File: config.mk
export PLATFORM = sky130hd
export DESIGN_NAME = two_queue_alternating_scheduler
export DESIGN_NICKNAME = d
export VERILOG_FILES = /design/src/design/tqas_pkg.sv /design/src/design/tqas_cell.sv /design/src/design/tqas_queue.sv /design/src/design/two_queue_alternating_scheduler.sv
export SDC_FILE = /design/constraint.sdc
export NUM_CORES = 1
export LEC_CHECK = 0
export ABC_AREA = 1
export BUFFER_PORTS_ARGS = -buffer_cell sky130_fd_sc_hd__buf_2
export CORE_AREA = 4 4 180 182
export DETAILED_ROUTE_END_ITERATION = 8
export DIE_AREA = 0 0 184 186
export PLACE_DENSITY = 0.65
export SYNTH_ARGS = -nofsm -noshare
export SYNTH_HDL_FRONTEND = slang
export SYNTH_HIERARCHICAL = 1
export SYNTH_SLANG_ARGS = --single-unit
File: constraint.sdc
create_clock -name clk -period 5.1 [get_ports clk]
set_input_delay 0.255 -clock clk [delete_from_list [all_inputs] [get_ports clk]]
set_output_delay 0.255 -clock clk [all_outputs]
set_load 0.02 [all_outputs]
File: src/design/tqas_pkg.sv
// shared types and codes for the two-queue alternating scheduler
package tqas_pkg;

	// request kinds carried on the mode field
	typedef enum logic [1:0] {
		MODE_ADD      = 2'd0,
		MODE_WAIT     = 2'd1,
		MODE_REINSERT = 2'd2,
		MODE_YIELD    = 2'd3
	} mode_t;

	// result status codes
	typedef enum logic [1:0] {
		ST_OK           = 2'd0,
		ST_READY_FULL   = 2'd1,
		ST_BLOCKED_FULL = 2'd2,
		ST_NO_THREAD    = 2'd3
	} status_t;

	// per-cycle operation applied to a whole row of cells
	typedef enum logic [1:0] {
		Q_HOLD       = 2'd0,
		Q_PUSH_BACK  = 2'd1,
		Q_PUSH_FRONT = 2'd2,
		Q_POP        = 2'd3
	} qop_t;

	// occupancy flags a queue reports to the scheduler
	typedef struct packed {
		logic empty;
		logic full;
	} qstat_t;

	// width of the identifier ports
	localparam int unsigned ID_PORT_BITS = 8;

endpackage

File: src/design/tqas_cell.sv
// one slot of a shifting queue: holds an identifier and its occupancy bit
module tqas_cell #(
	parameter int unsigned W = 8
) (
	input  logic             clk,
	input  logic             arst_n,
	input  tqas_pkg::qop_t   op,
	input  logic [W-1:0]     new_id,
	input  logic             left_valid,
	input  logic [W-1:0]     left_data,
	input  logic             right_valid,
	input  logic [W-1:0]     right_data,
	output logic             valid,
	output logic [W-1:0]     data
);

	logic         valid_q;
	logic [W-1:0] data_q;
	logic         valid_d;
	logic [W-1:0] data_d;
	logic         load_back;

	// the first empty slot behind an occupied one takes an appended entry
	assign load_back = !valid_q && left_valid;

	// next slot contents from the row operation and the neighbours
	always_comb begin
		valid_d = valid_q;
		data_d  = data_q;
		unique case (op)
			tqas_pkg::Q_PUSH_BACK: begin
				if (load_back) begin
					valid_d = 1'b1;
					data_d  = new_id;
				end
			end
			tqas_pkg::Q_PUSH_FRONT: begin
				valid_d = left_valid;
				data_d  = left_data;
			end
			tqas_pkg::Q_POP: begin
				valid_d = right_valid;
				data_d  = right_data;
			end
			default: begin
				valid_d = valid_q;
				data_d  = data_q;
			end
		endcase
	end

	// occupancy
	always_ff @(posedge clk or negedge arst_n) begin
		if (!arst_n) begin
			valid_q <= 1'b0;
		end else begin
			valid_q <= valid_d;
		end
	end

	// identifier
	always_ff @(posedge clk) begin
		data_q <= data_d;
	end

	assign valid = valid_q;
	assign data  = data_q;

endmodule

File: src/design/tqas_queue.sv
// row of cells forming a double-ended queue of DEPTH-1 identifiers
module tqas_queue #(
	parameter int unsigned DEPTH = 16,
	parameter int unsigned W     = 8
) (
	input  logic             clk,
	input  logic             arst_n,
	input  tqas_pkg::qop_t   op,
	input  logic [W-1:0]     new_id,
	output logic [W-1:0]     head,
	output tqas_pkg::qstat_t stat
);

	localparam int unsigned CELLS = DEPTH - 1;

	logic         cell_valid [CELLS];
	logic [W-1:0] cell_data  [CELLS];

	// each cell sees its neighbours; the front cell sees the new entry on its left
	for (genvar i = 0; i < CELLS; i++) begin : g_cell
		logic         lv;
		logic [W-1:0] ld;
		logic         rv;
		logic [W-1:0] rd;

		if (i == 0) begin : g_front
			assign lv = 1'b1;
			assign ld = new_id;
		end else begin : g_mid_left
			assign lv = cell_valid[i-1];
			assign ld = cell_data[i-1];
		end

		if (i == CELLS - 1) begin : g_back
			assign rv = 1'b0;
			assign rd = '0;
		end else begin : g_mid_right
			assign rv = cell_valid[i+1];
			assign rd = cell_data[i+1];
		end

		tqas_cell #(
			.W (W)
		) u_cell (
			.clk         (clk),
			.arst_n      (arst_n),
			.op          (op),
			.new_id      (new_id),
			.left_valid  (lv),
			.left_data   (ld),
			.right_valid (rv),
			.right_data  (rd),
			.valid       (cell_valid[i]),
			.data        (cell_data[i])
		);
	end

	// head sits in the front cell, occupancy is contiguous from the front
	assign head       = cell_data[0];
	assign stat.empty = !cell_valid[0];
	assign stat.full  = cell_valid[CELLS-1];

endmodule

File: src/design/two_queue_alternating_scheduler.sv
// top level: ready and blocked queues with alternating dispatch on yield
//
//   channel | valid     | stall     | payload
//   --------+-----------+-----------+----------------------------------------------
//   request | req_valid | req_stall | mode, thread_id
//   result  | rsp_valid | rsp_stall | dispatched, dispatch_id, from_blocked, status
//
// One request is taken per cycle unless stalled; its result is registered and appears
// the next cycle. Every queue operation is one shift or load across the row of cells.
// A held result stalls new requests only while the result side itself stalls.
// Reset empties both queues, drops the result valid and selects the ready queue first;
// the result payload registers are not reset.
module two_queue_alternating_scheduler #(
	parameter int unsigned DEPTH   = 16,
	parameter int unsigned ID_BITS = 8
) (
	input  logic       clk,
	input  logic       arst_n,
	input  logic       req_valid,
	output logic       req_stall,
	input  logic [1:0] mode,
	input  logic [7:0] thread_id,
	output logic       rsp_valid,
	input  logic       rsp_stall,
	output logic       dispatched,
	output logic [7:0] dispatch_id,
	output logic       from_blocked,
	output logic [1:0] status
);

	localparam int unsigned W =
		(ID_BITS < tqas_pkg::ID_PORT_BITS) ? ID_BITS : tqas_pkg::ID_PORT_BITS;

	logic                 req_fire;
	logic [W-1:0]         id_in;
	tqas_pkg::mode_t      mode_in;
	tqas_pkg::qop_t       rdy_op;
	tqas_pkg::qop_t       blk_op;
	logic [W-1:0]         rdy_head;
	logic [W-1:0]         blk_head;
	tqas_pkg::qstat_t     rdy_stat;
	tqas_pkg::qstat_t     blk_stat;
	logic                 pick_ready_q;
	logic                 pick_ready_d;
	logic                 res_disp;
	logic                 res_from;
	logic [W-1:0]         res_thread;
	tqas_pkg::status_t    res_status;
	logic                 rsp_valid_q;
	logic                 dispatched_q;
	logic [W-1:0]         thread_q;
	logic                 from_blocked_q;
	tqas_pkg::status_t    status_q;

	// request handshake: hold off only while a result waits on a stalled consumer
	assign req_stall = rsp_valid_q && rsp_stall;
	assign req_fire  = req_valid && !req_stall;
	assign id_in     = thread_id[W-1:0];
	assign mode_in   = tqas_pkg::mode_t'(mode);

	tqas_queue #(
		.DEPTH (DEPTH),
		.W     (W)
	) u_ready (
		.clk    (clk),
		.arst_n (arst_n),
		.op     (rdy_op),
		.new_id (id_in),
		.head   (rdy_head),
		.stat   (rdy_stat)
	);

	tqas_queue #(
		.DEPTH (DEPTH),
		.W     (W)
	) u_blocked (
		.clk    (clk),
		.arst_n (arst_n),
		.op     (blk_op),
		.new_id (id_in),
		.head   (blk_head),
		.stat   (blk_stat)
	);

	// decode the request into queue operations and a result
	always_comb begin
		rdy_op       = tqas_pkg::Q_HOLD;
		blk_op       = tqas_pkg::Q_HOLD;
		res_disp     = 1'b0;
		res_from     = 1'b0;
		res_thread   = '0;
		res_status   = tqas_pkg::ST_OK;
		pick_ready_d = pick_ready_q;
		if (req_fire) begin
			unique case (mode_in)
				tqas_pkg::MODE_ADD: begin
					if (rdy_stat.full) begin
						res_status = tqas_pkg::ST_READY_FULL;
					end else begin
						rdy_op = tqas_pkg::Q_PUSH_BACK;
					end
				end
				tqas_pkg::MODE_WAIT: begin
					if (blk_stat.full) begin
						res_status = tqas_pkg::ST_BLOCKED_FULL;
					end else begin
						blk_op = tqas_pkg::Q_PUSH_BACK;
					end
				end
				tqas_pkg::MODE_REINSERT: begin
					if (blk_stat.full) begin
						res_status = tqas_pkg::ST_BLOCKED_FULL;
					end else begin
						blk_op = tqas_pkg::Q_PUSH_FRONT;
					end
				end
				tqas_pkg::MODE_YIELD: begin
					pick_ready_d = !pick_ready_q;
					// blocked queue on its turn, ready queue as fallback
					priority if (!pick_ready_q && !blk_stat.empty) begin
						blk_op     = tqas_pkg::Q_POP;
						res_disp   = 1'b1;
						res_from   = 1'b1;
						res_thread = blk_head;
					end else if (!rdy_stat.empty) begin
						rdy_op     = tqas_pkg::Q_POP;
						res_disp   = 1'b1;
						res_thread = rdy_head;
					end else begin
						res_status = tqas_pkg::ST_NO_THREAD;
					end
				end
				default: begin
					res_status = tqas_pkg::ST_OK;
				end
			endcase
		end
	end

	// alternating source flag and result valid
	always_ff @(posedge clk or negedge arst_n) begin
		if (!arst_n) begin
			pick_ready_q <= 1'b1;
			rsp_valid_q  <= 1'b0;
		end else begin
			pick_ready_q <= pick_ready_d;
			if (req_fire) begin
				rsp_valid_q <= 1'b1;
			end else if (!rsp_stall) begin
				rsp_valid_q <= 1'b0;
			end
		end
	end

	// result payload
	always_ff @(posedge clk) begin
		if (req_fire) begin
			dispatched_q   <= res_disp;
			thread_q       <= res_thread;
			from_blocked_q <= res_from;
			status_q       <= res_status;
		end
	end

	assign rsp_valid    = rsp_valid_q;
	assign dispatched   = dispatched_q;
	assign dispatch_id  = tqas_pkg::ID_PORT_BITS'(thread_q);
	assign from_blocked = from_blocked_q;
	assign status       = status_q;

	// a dispatch always reports success
	a_disp_ok: assert property (@(posedge clk) disable iff (!arst_n)
		rsp_valid_q && dispatched_q |-> status_q == tqas_pkg::ST_OK)
		else $error("dispatch with error status");

	// nothing dispatched means no identifier and no source
	a_idle_zero: assert property (@(posedge clk) disable iff (!arst_n)
		rsp_valid_q && !dispatched_q |-> thread_q == '0 && !from_blocked_q)
		else $error("stray identifier on non-dispatch result");

	// every accepted yield flips the source flag
	a_flag_toggle: assert property (@(posedge clk) disable iff (!arst_n)
		req_fire && mode_in == tqas_pkg::MODE_YIELD |=> pick_ready_q != $past(pick_ready_q))
		else $error("source flag did not toggle");

	// a blocked-queue dispatch happens only on the blocked turn
	a_blk_turn: assert property (@(posedge clk) disable iff (!arst_n)
		req_fire && blk_op == tqas_pkg::Q_POP |-> !pick_ready_q)
		else $error("blocked queue popped on ready turn");

	// a queue is never both empty and full
	a_occ: assert property (@(posedge clk) disable iff (!arst_n)
		!(rdy_stat.empty && rdy_stat.full) && !(blk_stat.empty && blk_stat.full))
		else $error("queue occupancy inconsistent");

endmodule

==> Word level (Yosys, flattened, before mapping) <==
Index checks and enable logic that the tools add are counted.
{ "op_classes": {"eq_ne": 40, "n_mux": 140, "reduce_logical": 100} }
{ "op_table": {"columns": ["op", "n"], "rows": [
  ["case mux 8 bit (3 select lines)", 30],
  ["two-way mux 8 bit", 32],
  ["case mux 1 bit (3 select lines)", 28],
  ["AND reduction 2 bit", 31],
  ["!= test 2 bit, second input constant", 30],
  ["two-way mux 1 bit", 36],
  ["logical AND 1 bit", 31],
  ["zero test 1 bit", 30],
  ["two-way mux 2 bit", 9],
  ["equality test 2 bit, second input constant", 6],
  ["case mux 2 bit (3 select lines)", 2],
  ["equality test 2 x 1 -> 1 bit, second input constant", 3],
  ["nonzero test 3 bit", 2],
  ["OR reduction 2 bit", 3],
  ["case mux 1 bit (2 select lines)", 2],
  ["case mux 2 bit (2 select lines)", 1],
  ["nonzero test 2 bit", 2],
  ["zero test 2 bit", 1],
  ["!= test 2 x 1 -> 1 bit, second input constant", 1]
]} }
{ "totals": {"reg_bits": 284, "in_bits": 14, "out_inout_bits": 14, "word_cells": 346} }

==> Longest topological paths before layout <==
{ "logic_depth": {"ltp_word": 8, "depth_mapped": 11} }

==> Cells and area by module <==
The synthesis kept the hierarchy.
{ "modules_own_cells": {"columns": ["module", "instances", "cells_each", "area_per_inst_um2"], "rows": [
  ["tqas_cell (u_blocked.g_cell[0].u_cell ...)", 24, 56, 478.0],
  ["tqas_cell (u_ready.g_cell[4].u_cell ...)", 6, 58, 485.5],
  ["two_queue_alternating_scheduler", 1, 80, 762.0],
  ["tqas_queue", 2, 4, 18.8]
]} }

==> Worst setup path before layout <==
No wires, ideal clock.
{ "synth_path": {"kind": "input-to-reg", "from": "input port mode[0]", "to": "register u_ready.g_cell[4].u_cell.data_q[0] (enable)", "setup_time_ns": 0.384, "arrival_ns": 5.004, "t_required_ns": 4.716, "setup_slack_ns": -0.288, "cell_stages": 7, "cell_sequence": "inv_1 ha_1 inv_1 nand3_1 o21ai_1 nand2_1 o21ai_0"} }
{ "synth_via": {"elab_chain_cells": 6, "word_cells_on_any_way": 10} }
{ "synth_lines": {"columns": ["element", "line_no", "rtl"], "rows": [
  ["from (decl)", "two_queue_alternating_scheduler.sv:21", "input logic [1:0] mode,"],
  ["equality test 2 bit / zero test 2 bit (equally long branches)", "two_queue_alternating_scheduler.sv:95", "unique case (mode_in)"],
  ["case mux 2 bit (2 select lines) *", "two_queue_alternating_scheduler.sv:95", null],
  ["two-way mux 2 bit *", "two_queue_alternating_scheduler.sv:94", "if (req_fire) begin"],
  ["net rdy_op[0]", "two_queue_alternating_scheduler.sv:37", "tqas_pkg::qop_t rdy_op;"],
  ["equality test 2 x 1 -> 1 bit / equality test 2 bit (equally long branches)", "tqas_cell.sv:30", "unique case (op)"],
  ["!= test 2 bit (no line) / nonzero test 3 bit (equally long branches)", null, null],
  ["AND reduction 2 bit (no line) *", null, null],
  ["to (signal assigned)", "tqas_cell.sv:63", "data_q <= data_d;"],
  ["to (decl)", "tqas_cell.sv:18", "logic [W-1:0] data_q;"]
]} }
Mark *: on every way through the listed nets, which the timed path passes. The rest lies on a longest branch.
A chain may end at the register's enable or synchronous reset.

==> Worst setup path in the final report <==
{ "layout_path": {"from": "register pick_ready_q", "to": "register u_ready.g_cell[9].u_cell.data_q[0] (enable)"} }
{ "layout_via": {"elab_chain_cells": 8, "word_cells_on_any_way": 11} }
{ "layout_lines": {"columns": ["element", "line_no", "rtl"], "rows": [
  ["from (decl)", "two_queue_alternating_scheduler.sv:43", "logic pick_ready_q;"],
  ["from (signal assigned)", "two_queue_alternating_scheduler.sv:146", "pick_ready_q <= pick_ready_d;"],
  ["zero test 1 bit *", "two_queue_alternating_scheduler.sv:120", "priority if (!pick_ready_q && !blk_stat.empty) begin"],
  ["logical AND 1 bit *", "two_queue_alternating_scheduler.sv:120", null],
  ["two-way mux 2 bit *", "two_queue_alternating_scheduler.sv:120", null],
  ["case mux 2 bit (2 select lines) *", "two_queue_alternating_scheduler.sv:95", null],
  ["two-way mux 2 bit *", "two_queue_alternating_scheduler.sv:94", null],
  ["net rdy_op[0]", "two_queue_alternating_scheduler.sv:37", null],
  ["equality test 2 x 1 -> 1 bit / equality test 2 bit (equally long branches)", "tqas_cell.sv:30", null],
  ["!= test 2 bit (no line) / nonzero test 3 bit (equally long branches)", null, null],
  ["AND reduction 2 bit (no line) *", null, null],
  ["to (signal assigned)", "tqas_cell.sv:63", null],
  ["to (decl)", "tqas_cell.sv:18", null]
]} }
Marks and branches as above.

==> results.md <==
- Status: complete, no violations
- Mux share of post-synthesis cell area: 0%
- Simple-Gate Fraction of Synth Area: 36.9%
- Clock buffers created by TritonCTS: 34
- Worst setup SP type: flop
- Fillers: 2832
- IO Count: 28
- Crit-path slowest cell: o21ai_0
- Crit-path cells: inv_1, nand2_1, nand3_1, o21ai_4, buf_4, nand2_1, o21ai_0
- Power Density: 375 nW/um^2
- Synth Area in Adders: 0.412%
- Post-synth EDFFs: 252
- CTS root buffer: clkbuf_16
- Synthesis-to-layout area growth: 9.92%
- Share of the synthesized area in the top cell type: 49.8%
- Placer Congestion: 0.818
- Worst Setup SP: pick_ready_q
- Clk_skew: 12.2 ps
- Mapped Avg Cell Area: 8.53 sq um
- Top cells by area, synth: edfxtp_1 50%, nand2_1 22%, nand3_1 9.4%
- Leakage dissipation: 7.04 nW
- Setup Viol. Count Final: 0
- Cell Int Power: 0.00452 W
- First-pass GRT wire length: 57800 um
- Synth Warn #: 6
- Post-Syn Area: 15200 sq um
- Sw power: 0.00173 W
- Combinational share of power: 13.2%
- Hold Buf Count CTS: 1
- WL per Instance: 15.7 um
- Kind of critical path: reg -> reg
- FFs w/ async S/R, synth: 11.3%
- Core box area: 30600 sq um
- Worst-case clock buffer depth: 3
- Dominant synthesized flop cell: edfxtp_1
- RSZ-0062 raised after global routing: false
- Area taken by flip-flops and latches: 8370 sq um
- Placed insts: 2193
- Crit path arrival time: 3440 ps
- Worst path most repeated cell: nand2_1
- GRT Overall Usage: 21.0%
- HP Class: in -> reg
- Worst reg2reg path endpoint: u_ready/g_cell[9].u_cell/data[0]
- Clock-pin slew on the worst setup and hold paths: 60 ps
- DRT Wirelength: 35500 um
- Max-Cap Viols: 0
- Final slew viol count: 0
- Area of the multi-input gates: 5870 sq um
- Worst reg2reg path depth: 7
- Number of antenna violations at the first check in global routing: 0
- Most common cell after layout, fill and taps aside: nand2_1
- Final net count: 1853
- Fmax: 301 MHz
- Setup TNS: 0 ps
- VDD IR-drop max: 186 uV
- End of the critical path: u_ready/g_cell[9].u_cell/data[0]
- Post-route ant nets: 0
- Post-Synth XOR/XNOR Area: 0.0577%
- CP max FO: 20
- Slew @ Worst Pin: 1130 ps
- Number of vias per cell: 5.15
- Main combinational cell family by area after synthesis: simple AND/OR/NAND/NOR gates
- Final hold slack: 25.5 ps
- Worst Setup End Kind: flop
- Ant diodes: 0
- Sink Count: 284
- Final std cells w/o fill: 2255
- Resized Gates After CTS: 0
- Worst skew pair latency: 510 ps
- Share of post-route cells with drive strength above 1: 12.6%
- PnR Total Power: 0.00625 W
- Sw frac: 27.7%
- Period minus WS final: 3330 ps
- Die width: 184 um
- Starting DRT DRC Count: 1019
- Final worst-path cycle share: 65.2%
- CTS tree: yes
- Routed via count: 11600
- Vias in the first global route: 11200
- DR pass1 iterations: 7
- Syn Inst Count: 1780
- Yosys reg bits: 284
- Cell accounting for the most synthesized area: edfxtp_1
- Reg2Reg Setup Slack: 1770 ps
- Slew HR: 23.8%
- Most frequent cells in the layout: 882 x nand2_1, 286 x nand3_1, 252 x edfxtp_1, 114 x inv_1
- Clk network pwr share: 37.7%
- Pre-CTS setup slack: 1510 ps
- Die Y: 186 um
- Drt drc: 0
- Post-synthesis compound-gate area fraction: 0.461%
- Port-buffer cells: 27
- Final HPWL DP: 24300 um
- Flop pwr share: 49.1%
- Hold Fails Final Rpt: 0
- H-tree levels: 2
- Seq/Total Area, Yosys: 55.1%
- Largest net degree at the start of global routing: 46
- Die area: 34200 sq um
- Worst R2R Start: pick_ready_q
- Total congestion overflow: 0
- Post-synth cell types: 26
- Starting density of the core: 49.6%
- Row count: 64
- Worst path required time: 5220 ps
- PnR worst setup slack: 1770 ps
- CP max stage delay: 850 ps
- Postcts setup bufs: 0
==> flip-flops by register name, summed over array words and instances, names as in the netlist <==
name,flops
u_ready/g_cell.u_cell/data,120
status,2
u_ready/g_cell.u_cell/valid,15
pick_ready_q,1
u_blocked/g_cell.u_cell/valid,15
rsp_valid,1
dispatch_id,8
from_blocked,1
dispatched,1
u_blocked/g_cell.u_cell/data,120
==> routing by layer <==
metal / share of wire (%) / track usage [%] / vias up
li1: - / - / 5882
met1: 48 / 31.1 / 5313
met2: 44 / 32.3 / 362
met3: 6.1 / 2.93 / 63
met4: 2.4 / 6.33 / 0
met5: 0 / 0 / -
==> power by group through the flow <==
stage          clock network (W)  logic [W]  registers [W]
6_report                 0.00236   0.000828        0.00307
5_1_grt                  0.00249   0.000967        0.00310
4_1_cts                  0.00240   0.000830        0.00306
3_5_place_dp                   0   0.000822        0.00311
3_3_place_gp                   0   0.000802        0.00311
2_1_floorplan                  0   0.000663        0.00303
==> worst max-delay path: cells and delay by family (launching register included) <==
kind	cells	cell delay (ps)
AOI/OAI and AO/OA	2	1580
DFF	1	530
buffers and inverters	2	430
and+or+nand+nor	3	390
==> worst min-delay path by stage <==
stage | to | start | cells after the start | slack [ps]
after detailed placement | u_blocked/g_cell[9].u_cell/valid | arst_n | 1 | 410
after global placement | u_blocked/g_cell[9].u_cell/valid | arst_n | 1 | 400
after floorplan | rsp_valid | arst_n | 0 | -40
after global routing | rsp_valid | req_valid | 3 | 30
final | rsp_valid | req_valid | 3 | 30
after CTS | rsp_valid | req_valid | 3 | 1
==> logic make-up (layout without fill, tap and decap cells) <==
logic type	after synthesis	in the layout
compound gates	12	12
xor+xnor	1	1
fa+ha+maj	5	5
buf+inv	208	269
flops	284	284
other cells	4	22
simple gates	1266	1266
==> cell usage after synthesis (3+ instances only) <==
| master | instances |
|---|---|
| nand2_1 | 882 |
| dfrtp_1 | 31 |
| buf_4 | 3 |
| nand3_2 | 31 |
| nor2_4 | 30 |
| conb_1 | 4 |
| nand3_1 | 286 |
| buf_6 | 30 |
| inv_2 | 30 |
| nor2_1 | 8 |
| o21ai_0 | 6 |
| edfxtp_1 | 252 |
| nand2_2 | 25 |
| ha_1 | 5 |
| inv_1 | 114 |
| clkinv_2 | 31 |
==> per-stage QoR <==
step | util (%) | instance area, sq um
6_report | 54.6 | 16700
5_1_grt | 54.6 | 16700
4_1_cts | 54.6 | 16700
3_5_place_dp | 51.0 | 15600
3_3_place_gp | 51.0 | 15600
2_1_floorplan | - | 15300
==> layout make-up <==
type	count	area share [%]
Sequential cell	284	50.1
Multi-Input combinational cell	1306	35.2
Clock buffer	47	5.77
Inverter	175	4.17
Tap cell	396	2.97
Timing Repair Buffer	33	1.09
Clock inverter	14	0.697
No activity file was read; power rests on OpenSTA's default activity.
